### src/rtl/i2cms_pkg.sv
`default_nettype none

package i2cms_pkg;

	localparam int BITS_PER_BYTE = 8;
	localparam int BIT_IDX_W     = $clog2(BITS_PER_BYTE);
	localparam int QUEUE_DEPTH   = 2;

	typedef enum logic [2:0] {
		OP_START = 3'd0,
		OP_STOP  = 3'd1,
		OP_SEND  = 3'd2,
		OP_RECV  = 3'd3,
		OP_SACK  = 3'd4,
		OP_RACK  = 3'd5
	} op_t;

	typedef struct packed {
		op_t        op;
		logic [7:0] data_byte;
		logic       ack_out;
		logic [7:0] sda_line;
	} cmd_desc_t;

	typedef struct packed {
		logic      valid;
		cmd_desc_t desc;
	} queue_head_t;

endpackage

`default_nettype wire

### src/rtl/i2cms_queue.sv
`default_nettype none

module i2cms_queue (
	input  wire logic                clk,
	input  wire logic                arst_n,
	input  wire logic                push,
	input  wire i2cms_pkg::cmd_desc_t push_desc,
	output      logic                full,
	input  wire logic                pop,
	output      i2cms_pkg::queue_head_t head
);
	import i2cms_pkg::*;

	localparam int PTR_W = (QUEUE_DEPTH > 1) ? $clog2(QUEUE_DEPTH) : 1;
	localparam int CNT_W = $clog2(QUEUE_DEPTH + 1);

	cmd_desc_t        mem_q [QUEUE_DEPTH];
	logic [PTR_W-1:0] wr_ptr_q;
	logic [PTR_W-1:0] rd_ptr_q;
	logic [CNT_W-1:0] count_q;
	logic             do_push;
	logic             do_pop;

	assign full     = (count_q == CNT_W'(QUEUE_DEPTH));
	assign do_push  = push && !full;
	assign do_pop   = pop && (count_q != '0);
	assign head.valid = (count_q != '0);
	assign head.desc  = mem_q[rd_ptr_q];

	always_ff @(posedge clk) begin
		if (do_push) begin
			mem_q[wr_ptr_q] <= push_desc;
		end
	end

	always_ff @(posedge clk or negedge arst_n) begin
		if (!arst_n) begin
			wr_ptr_q <= '0;
			rd_ptr_q <= '0;
			count_q  <= '0;
		end else begin
			if (do_push) begin
				wr_ptr_q <= (wr_ptr_q == PTR_W'(QUEUE_DEPTH - 1)) ? '0 : wr_ptr_q + 1'b1;
			end
			if (do_pop) begin
				rd_ptr_q <= (rd_ptr_q == PTR_W'(QUEUE_DEPTH - 1)) ? '0 : rd_ptr_q + 1'b1;
			end
			if (do_push && !do_pop) begin
				count_q <= count_q + 1'b1;
			end else if (do_pop && !do_push) begin
				count_q <= count_q - 1'b1;
			end
		end
	end

endmodule

`default_nettype wire

### src/rtl/i2cms_front.sv
`default_nettype none

module i2cms_front (
	input  wire logic                clk,
	input  wire logic                arst_n,
	input  wire logic                in_valid,
	output      logic                in_stall,
	input  wire logic [2:0]          command,
	input  wire logic [7:0]          data_byte,
	input  wire logic                ack_out,
	input  wire logic [7:0]          sda_line,
	output      logic                push,
	output      i2cms_pkg::cmd_desc_t push_desc,
	input  wire logic                q_full
);
	import i2cms_pkg::*;

	logic      valid_s1;
	cmd_desc_t desc_s1;
	logic      accept;
	logic      known;
	op_t       op;

	// Decode the command; unknown codes are dropped here.
	always_comb begin
		known = 1'b1;
		op    = OP_START;
		unique case (command)
			3'd0:    op = OP_START;
			3'd1:    op = OP_STOP;
			3'd2:    op = OP_SEND;
			3'd3:    op = OP_RECV;
			3'd4:    op = OP_SACK;
			3'd5:    op = OP_RACK;
			default: known = 1'b0;
		endcase
	end

	assign push      = valid_s1 && !q_full;
	assign push_desc = desc_s1;
	assign in_stall  = valid_s1 && q_full;
	assign accept    = in_valid && !in_stall;

	always_ff @(posedge clk) begin
		if (accept) begin
			desc_s1.op        <= op;
			desc_s1.data_byte <= data_byte;
			desc_s1.ack_out   <= ack_out;
			desc_s1.sda_line  <= sda_line;
		end
	end

	always_ff @(posedge clk or negedge arst_n) begin
		if (!arst_n) begin
			valid_s1 <= 1'b0;
		end else if (accept) begin
			valid_s1 <= known;
		end else if (push) begin
			valid_s1 <= 1'b0;
		end
	end

endmodule

`default_nettype wire

### src/rtl/i2cms_back.sv
`default_nettype none

module i2cms_back (
	input  wire logic                 clk,
	input  wire logic                 arst_n,
	input  wire i2cms_pkg::queue_head_t head,
	output      logic                 pop,
	output      logic                 out_valid,
	input  wire logic                 out_stall,
	output      logic                 scl_level,
	output      logic                 sda_level,
	output      logic [7:0]           read_value,
	output      logic                 last
);
	import i2cms_pkg::*;

	localparam logic [BIT_IDX_W-1:0] BIT_LAST = BIT_IDX_W'(BITS_PER_BYTE - 1);

	logic                 out_valid_q;
	logic                 scl_drv_q;
	logic                 sda_drv_q;
	logic [7:0]           read_value_q;
	logic                 last_q;
	logic [1:0]           step_q;
	logic [BIT_IDX_W-1:0] bit_q;

	logic                 load;
	logic                 scl_nxt;
	logic                 sda_nxt;
	logic                 is_last;
	logic [7:0]           value_nxt;
	logic [1:0]           step_nxt;
	logic [BIT_IDX_W-1:0] bit_nxt;

	assign load = head.valid && (!out_valid_q || !out_stall);
	assign pop  = load && is_last;

	// One pin update per step; bit_q walks the byte MSB first.
	always_comb begin
		scl_nxt   = scl_drv_q;
		sda_nxt   = sda_drv_q;
		is_last   = 1'b0;
		value_nxt = '0;
		step_nxt  = step_q + 2'd1;
		bit_nxt   = bit_q;
		unique case (head.desc.op)
			OP_START: begin
				case (step_q)
					2'd0:    scl_nxt = 1'b1;
					2'd1:    sda_nxt = 1'b1;
					2'd2:    sda_nxt = 1'b0;
					default: begin
						scl_nxt = 1'b0;
						is_last = 1'b1;
					end
				endcase
			end
			OP_STOP: begin
				case (step_q)
					2'd0:    sda_nxt = 1'b0;
					2'd1:    scl_nxt = 1'b1;
					default: begin
						sda_nxt = 1'b1;
						is_last = 1'b1;
					end
				endcase
			end
			OP_SEND: begin
				case (step_q)
					2'd0:    sda_nxt = head.desc.data_byte[BIT_LAST - bit_q];
					2'd1:    scl_nxt = 1'b1;
					default: begin
						scl_nxt  = 1'b0;
						is_last  = (bit_q == BIT_LAST);
						step_nxt = 2'd0;
						bit_nxt  = bit_q + 1'b1;
					end
				endcase
			end
			OP_RECV: begin
				case (step_q)
					2'd0:    sda_nxt = 1'b1;
					2'd1:    scl_nxt = 1'b1;
					default: begin
						// later bits skip the release step
						scl_nxt   = 1'b0;
						is_last   = (bit_q == BIT_LAST);
						value_nxt = head.desc.sda_line;
						step_nxt  = 2'd1;
						bit_nxt   = bit_q + 1'b1;
					end
				endcase
			end
			OP_SACK: begin
				case (step_q)
					2'd0:    sda_nxt = head.desc.ack_out;
					2'd1:    scl_nxt = 1'b1;
					default: begin
						scl_nxt = 1'b0;
						is_last = 1'b1;
					end
				endcase
			end
			OP_RACK: begin
				case (step_q)
					2'd0:    sda_nxt = 1'b1;
					2'd1:    scl_nxt = 1'b1;
					default: begin
						scl_nxt   = 1'b0;
						is_last   = 1'b1;
						value_nxt = {7'd0, head.desc.sda_line[7]};
					end
				endcase
			end
			default: begin
				is_last = 1'b1;
			end
		endcase
		if (is_last) begin
			step_nxt = 2'd0;
			bit_nxt  = '0;
		end else if (!(head.desc.op == OP_SEND || head.desc.op == OP_RECV)) begin
			bit_nxt = bit_q;
		end
		if (!is_last) begin
			value_nxt = '0;
		end
	end

	always_ff @(posedge clk) begin
		if (load) begin
			read_value_q <= value_nxt;
			last_q       <= is_last;
		end
	end

	always_ff @(posedge clk or negedge arst_n) begin
		if (!arst_n) begin
			out_valid_q <= 1'b0;
			scl_drv_q   <= 1'b1;
			sda_drv_q   <= 1'b1;
			step_q      <= 2'd0;
			bit_q       <= '0;
		end else if (load) begin
			out_valid_q <= 1'b1;
			scl_drv_q   <= scl_nxt;
			sda_drv_q   <= sda_nxt;
			step_q      <= step_nxt;
			bit_q       <= bit_nxt;
		end else if (!out_stall) begin
			out_valid_q <= 1'b0;
		end
	end

	assign out_valid  = out_valid_q;
	assign scl_level  = scl_drv_q;
	assign sda_level  = sda_drv_q;
	assign read_value = read_value_q;
	assign last       = last_q;

endmodule

`default_nettype wire

### src/rtl/i2c_master_bit_sequencer_unit.sv
// I2C master bit sequencer.
// Input channel (in_valid / in_stall): one bus command per transfer with
// command, data_byte, ack_out and sda_line. Codes 6 and 7 are taken and
// dropped without any pin update.
// Output channel (out_valid / out_stall): one pin update per transfer with
// scl_level, sda_level, read_value and last; last marks the final update of
// a command and read_value carries the received byte or ack bit there.
// Path: the first update of a command passes the decode register at its
// transfer edge, then a queue write, then the output register; a full
// queue or an output stall can hold it between them.
// Throughput: the sequencer emits one update per cycle while a command waits
// and the output is not stalled; a command makes 4 updates for start, 3 stop,
// 24 send byte, 17 receive byte, 3 send or receive ack. The next command
// waits in a two-entry queue, so its updates follow with no gap.
// Reset: both lines read released (1), the queue and stages empty.
// Output stall: hold the current update; the sequencer freezes, the queue
// fills and then in_stall rises until the receiver takes transfers again.
`default_nettype none

module i2c_master_bit_sequencer_unit (
	input  wire logic       clk,
	input  wire logic       arst_n,
	input  wire logic       in_valid,
	output      logic       in_stall,
	input  wire logic [2:0] command,
	input  wire logic [7:0] data_byte,
	input  wire logic       ack_out,
	input  wire logic [7:0] sda_line,
	output      logic       out_valid,
	input  wire logic       out_stall,
	output      logic       scl_level,
	output      logic       sda_level,
	output      logic [7:0] read_value,
	output      logic       last
);
	import i2cms_pkg::*;

	logic        push;
	cmd_desc_t   push_desc;
	logic        q_full;
	logic        pop;
	queue_head_t head;

	// Front: decode commands, drop unknown codes.
	i2cms_front u_front (
		.clk       (clk),
		.arst_n    (arst_n),
		.in_valid  (in_valid),
		.in_stall  (in_stall),
		.command   (command),
		.data_byte (data_byte),
		.ack_out   (ack_out),
		.sda_line  (sda_line),
		.push      (push),
		.push_desc (push_desc),
		.q_full    (q_full)
	);

	// Decouple decode from the sequencer so each can stall on its own.
	i2cms_queue u_queue (
		.clk       (clk),
		.arst_n    (arst_n),
		.push      (push),
		.push_desc (push_desc),
		.full      (q_full),
		.pop       (pop),
		.head      (head)
	);

	// Back: walk each command's pin updates into the output register.
	i2cms_back u_back (
		.clk        (clk),
		.arst_n     (arst_n),
		.head       (head),
		.pop        (pop),
		.out_valid  (out_valid),
		.out_stall  (out_stall),
		.scl_level  (scl_level),
		.sda_level  (sda_level),
		.read_value (read_value),
		.last       (last)
	);

endmodule

`default_nettype wire

### config.mk
export PLATFORM = sky130hd
export DESIGN_NAME = i2c_master_bit_sequencer_unit
export DESIGN_NICKNAME = d
export VERILOG_FILES = /design/src/rtl/i2cms_pkg.sv /design/src/rtl/i2cms_queue.sv /design/src/rtl/i2cms_front.sv /design/src/rtl/i2cms_back.sv /design/src/rtl/i2c_master_bit_sequencer_unit.sv
export SDC_FILE = /design/constraint.sdc
export NUM_CORES = 1
export LEC_CHECK = 0
export BUFFER_PORTS_ARGS = -buffer_cell sky130_fd_sc_hd__buf_2
export CAP_MARGIN = 10
export CORE_UTILIZATION = 40
export CTS_CLUSTER_DIAMETER = 60
export DETAILED_ROUTE_END_ITERATION = 7
export PLACE_DENSITY = 0.61
export SLEW_MARGIN = 20
export SYNTH_ARGS = -nofsm -noshare
export SYNTH_HDL_FRONTEND = slang
export SYNTH_SLANG_ARGS = --single-unit
### constraint.sdc
create_clock -name clk -period 2.9 [get_ports clk]
set_input_delay 0.58 -clock clk [delete_from_list [all_inputs] [get_ports clk]]
set_output_delay 0.58 -clock clk [all_outputs]
set_load 0.01 [all_outputs]
==> metrics.yaml <==
finish:
  drive_gt1_frac: 0.263
  fin_cells: 386
  antenna_cells: 0
  fin_util: 0.482
  area_growth_pct: 14.5
  nets: 312
logic_synthesis:
  yosysSeqAreaShare: 0.683
  synth-async-reset-ratio: 0.159
  synth_top_family_by_area: "multiplexers"
  synthXorXnorAreaFrac: 0.0150
  synth_area_um2: 3510
  syn_avg_cell_area_um2: 15.5
  yosysUniqueCellTypes: 45
  synth.area.mux_share: 0.0869
  synth_seq_cells: 82
  synth_cells: 227
  ys.flop_type: "edfxtp_1"
  synth-simple-area-share: 0.0765
  syn_nets: 263
  synth_compound_area_frac: 0.0705
  synthAdderAreaFrac: 0.0427
  synth_edf_count: 69
  synth_warnings: 0
global_routing:
  grt_antenna_before_repair: 0
  grt_pass1_vias: 1895
  grt_pass1_wl_um: 9290
  track_usage: 0.142
  grt_max_degree: 23
  grt_remaining_overflow: 0
place:
  gp_congestion: 0.795
  dp.cells: 370
  dp_slack_ns: 0.591
  port_buffers: 36
  dp_hpwl_um: 3880
route:
  first_pass_iters: 4
  drc: 0
  viasPerCell: 4.92
  vias: 1900
  wl_per_cell_um: 14.7
  drt-total-wl_um: 5690
  ant_nets: 0
  drtIter0Drc: 75
sta:
  grt_setup_unrepaired: "false"
  min_period_ns: 2.34
  fin_crit_sh: 0.807
  finalHoldViolations: 0
  setup_ws_ns: 0.559
  tightestPinTransition_ns: 0.620
  setup_tns_ns: 0
  max_slew_margin: 0.582
  fmax_ghz: 0.427
  maxSlewViolCount: 0
  setup_viol: 0
  fin_worst_skew_ns: 0.0104
power_and_ir_drop:
  clkPwrFrac: 0.200
  peakVddDrop_mv: 0.359
  p_per_area_nw_per_um2: 973
  p_leak_nw: 1.54
  switchingPower_mw: 1.30
  seq_power_share: 0.469
  switching_share: 0.333
  power.internal_mw: 2.61
  power.share.combinational: 0.331
cts:
  cts.root.buffer_cell: "clkbuf_8"
  tritoncts: "yes"
  postCtsSetupBuffers: 0
  cts_buffers: 9
  cts.sinks: 82
  clock_latency_ns: 0.34
  path_clk_slew_ns: 0.08
  clockBufferDepth: 2
  htreeDepth: 3
  cts_hold_buf: 0
  cts_resized: 0
floorplan:
  rows: 33
  die_area_um2: 9170
  die_w_um: 95.7
  die_h_um: 95.7
  core_um2: 8340
  ios: 37
  initial_core_util: 0.421
worst_setup_path:
  crit_slowest_cell: "dfrtp_1"
  critical_path.startpoint_type: "register"
  critPathKind: "reg2reg"
  worstPathCellList: "inv_1 -> ha_1 -> nor2_1 -> nor2_1 -> o21ai_0 -> and3_1 -> inv_1 -> ha_1 -> xor2_1 -> nor2_1 -> xor2_1"
  cp_max_fo: 6
  cpMostUsedCell: "nor2_1"
  worstPathArrival_ns: 2.61
  critPathTopFamily: "simple AND/OR/NAND/NOR gates"
  worstPathBufferInverterCount: 2
  endpoint_kind: "register"
  required_ns: 3.17
  cpPeakStageDelay_ns: 0.45
run_status:
  status: "completed"
run:
  drv_cap: 0
hold_path:
  worst_hold_path_type: "in2async"
==> synthesized netlist by cell type, types with 3 or more instances <==
library cell / instances / share of area
edfxtp_1: 69 / 0.59
nor2_1: 17 / 0.018
inv_1: 14 / 0.015
mux2i_1: 14 / 0.040
ha_1: 12 / 0.043
dfrtp_1: 11 / 0.078
nand2_1: 11 / 0.012
o21ai_0: 8 / 0.011
a21oi_1: 7 / 0.010
nand3_1: 5 / 0.0071
mux2_2: 3 / 0.0096
mux4_2: 3 / 0.019
nand2b_1: 3 / 0.0053
nand3b_1: 3 / 0.0064
nor3_1: 3 / 0.0043
o32ai_1: 3 / 0.0075
xnor2_1: 3 / 0.0075
xor2_1: 3 / 0.0075
==> state kept, by name, indices dropped and copies added (netlist names), 2 cells and up <==
| register | count |
|---|---|
| u_queue.count_q | 2 |
| u_back.bit_q | 3 |
| u_front.push_desc | 20 |
| u_queue.mem_q | 40 |
| u_back.read_value | 8 |
| u_back.step_q | 2 |
==> power by group through the flow <==
stage                     Clock [mW]  Sequential (mW)  Combinational [mW]
after floorplan                    0             1.84               0.977
after global placement             0             1.85                1.30
after detailed placement           0             1.86                1.31
after CTS                      0.811             1.84                1.32
after global routing           0.867             1.87                1.45
final                          0.784             1.83                1.30
==> worst paths after layout <==
kind	startpoint	endpoint	slack, ns	cells past startpoint
setup / recovery	u_back.step_q[0]	u_queue.count_q[1]	0.56	11
hold / removal	arst_n	u_back.out_valid	0.12	1
setup reg to reg	u_back.step_q[0]	u_queue.count_q[1]	0.56	11
hold reg to reg	u_front.push_desc[11]	u_queue.mem_q[1][11]	0.44	0
max in group asynchronous	arst_n	u_back.sda_level	2.48	1
min in group clk	data_byte[3]	u_front.push_desc[12]	0.41	1
==> logic make-up (layout without fill, tap and decap cells) <==
family / count (synthesis) / after routing
buf+inv: 18 / 72
flops: 82 / 82
fa+ha+maj: 12 / 12
xor+xnor: 6 / 6
compound gates: 32 / 32
simple gates: 54 / 54
mux: 23 / 23
==> cell usage in the layout (no fill, tap or decap), types with 7 or more instances in the layout <==
master	n
nand2_1	11
dfrtp_1	11
mux2i_1	14
clkbuf_8	9
nor2_1	16
buf_2	36
inv_1	14
o21ai_0	8
a21oi_1	7
edfxtp_1	69
ha_1	12
==> metrics by stage <==
step | hold WS, ns | area (um^2) | power [mW]
floorplan | 0.284 | 3510 | 2.82
global placement | 0.423 | 3840 | 3.14
detailed placement | 0.429 | 3840 | 3.17
CTS | 0.128 | 4020 | 3.97
global route | 0.131 | 4020 | 4.19
finish | 0.122 | 4020 | 3.92
==> cell type report <==
cell class	count	area (um^2)
multi-input cells	127	1030
fillers	753	4320
clock buffers	11	131
inverters	14	52.6
flip-flops and latches	82	2400
well taps	105	131
clock inverters	5	55.1
repair buffers	42	225
==> per-layer routing <==
| layer | up-vias | share of wire | wire (um) | GRT usage |
|---|---|---|---|---|
| li1 | 955 | - | - | - |
| met3 | 12 | 0.028 | 161 | 0.0316 |
| met4 | 0 | 0.022 | 126 | 0.0746 |
| met1 | 902 | 0.47 | 2670 | 0.182 |
| met2 | 31 | 0.48 | 2740 | 0.224 |
| met5 | - | 0 | 0 | 0 |
No activity file was read; power rests on OpenSTA's default activity.
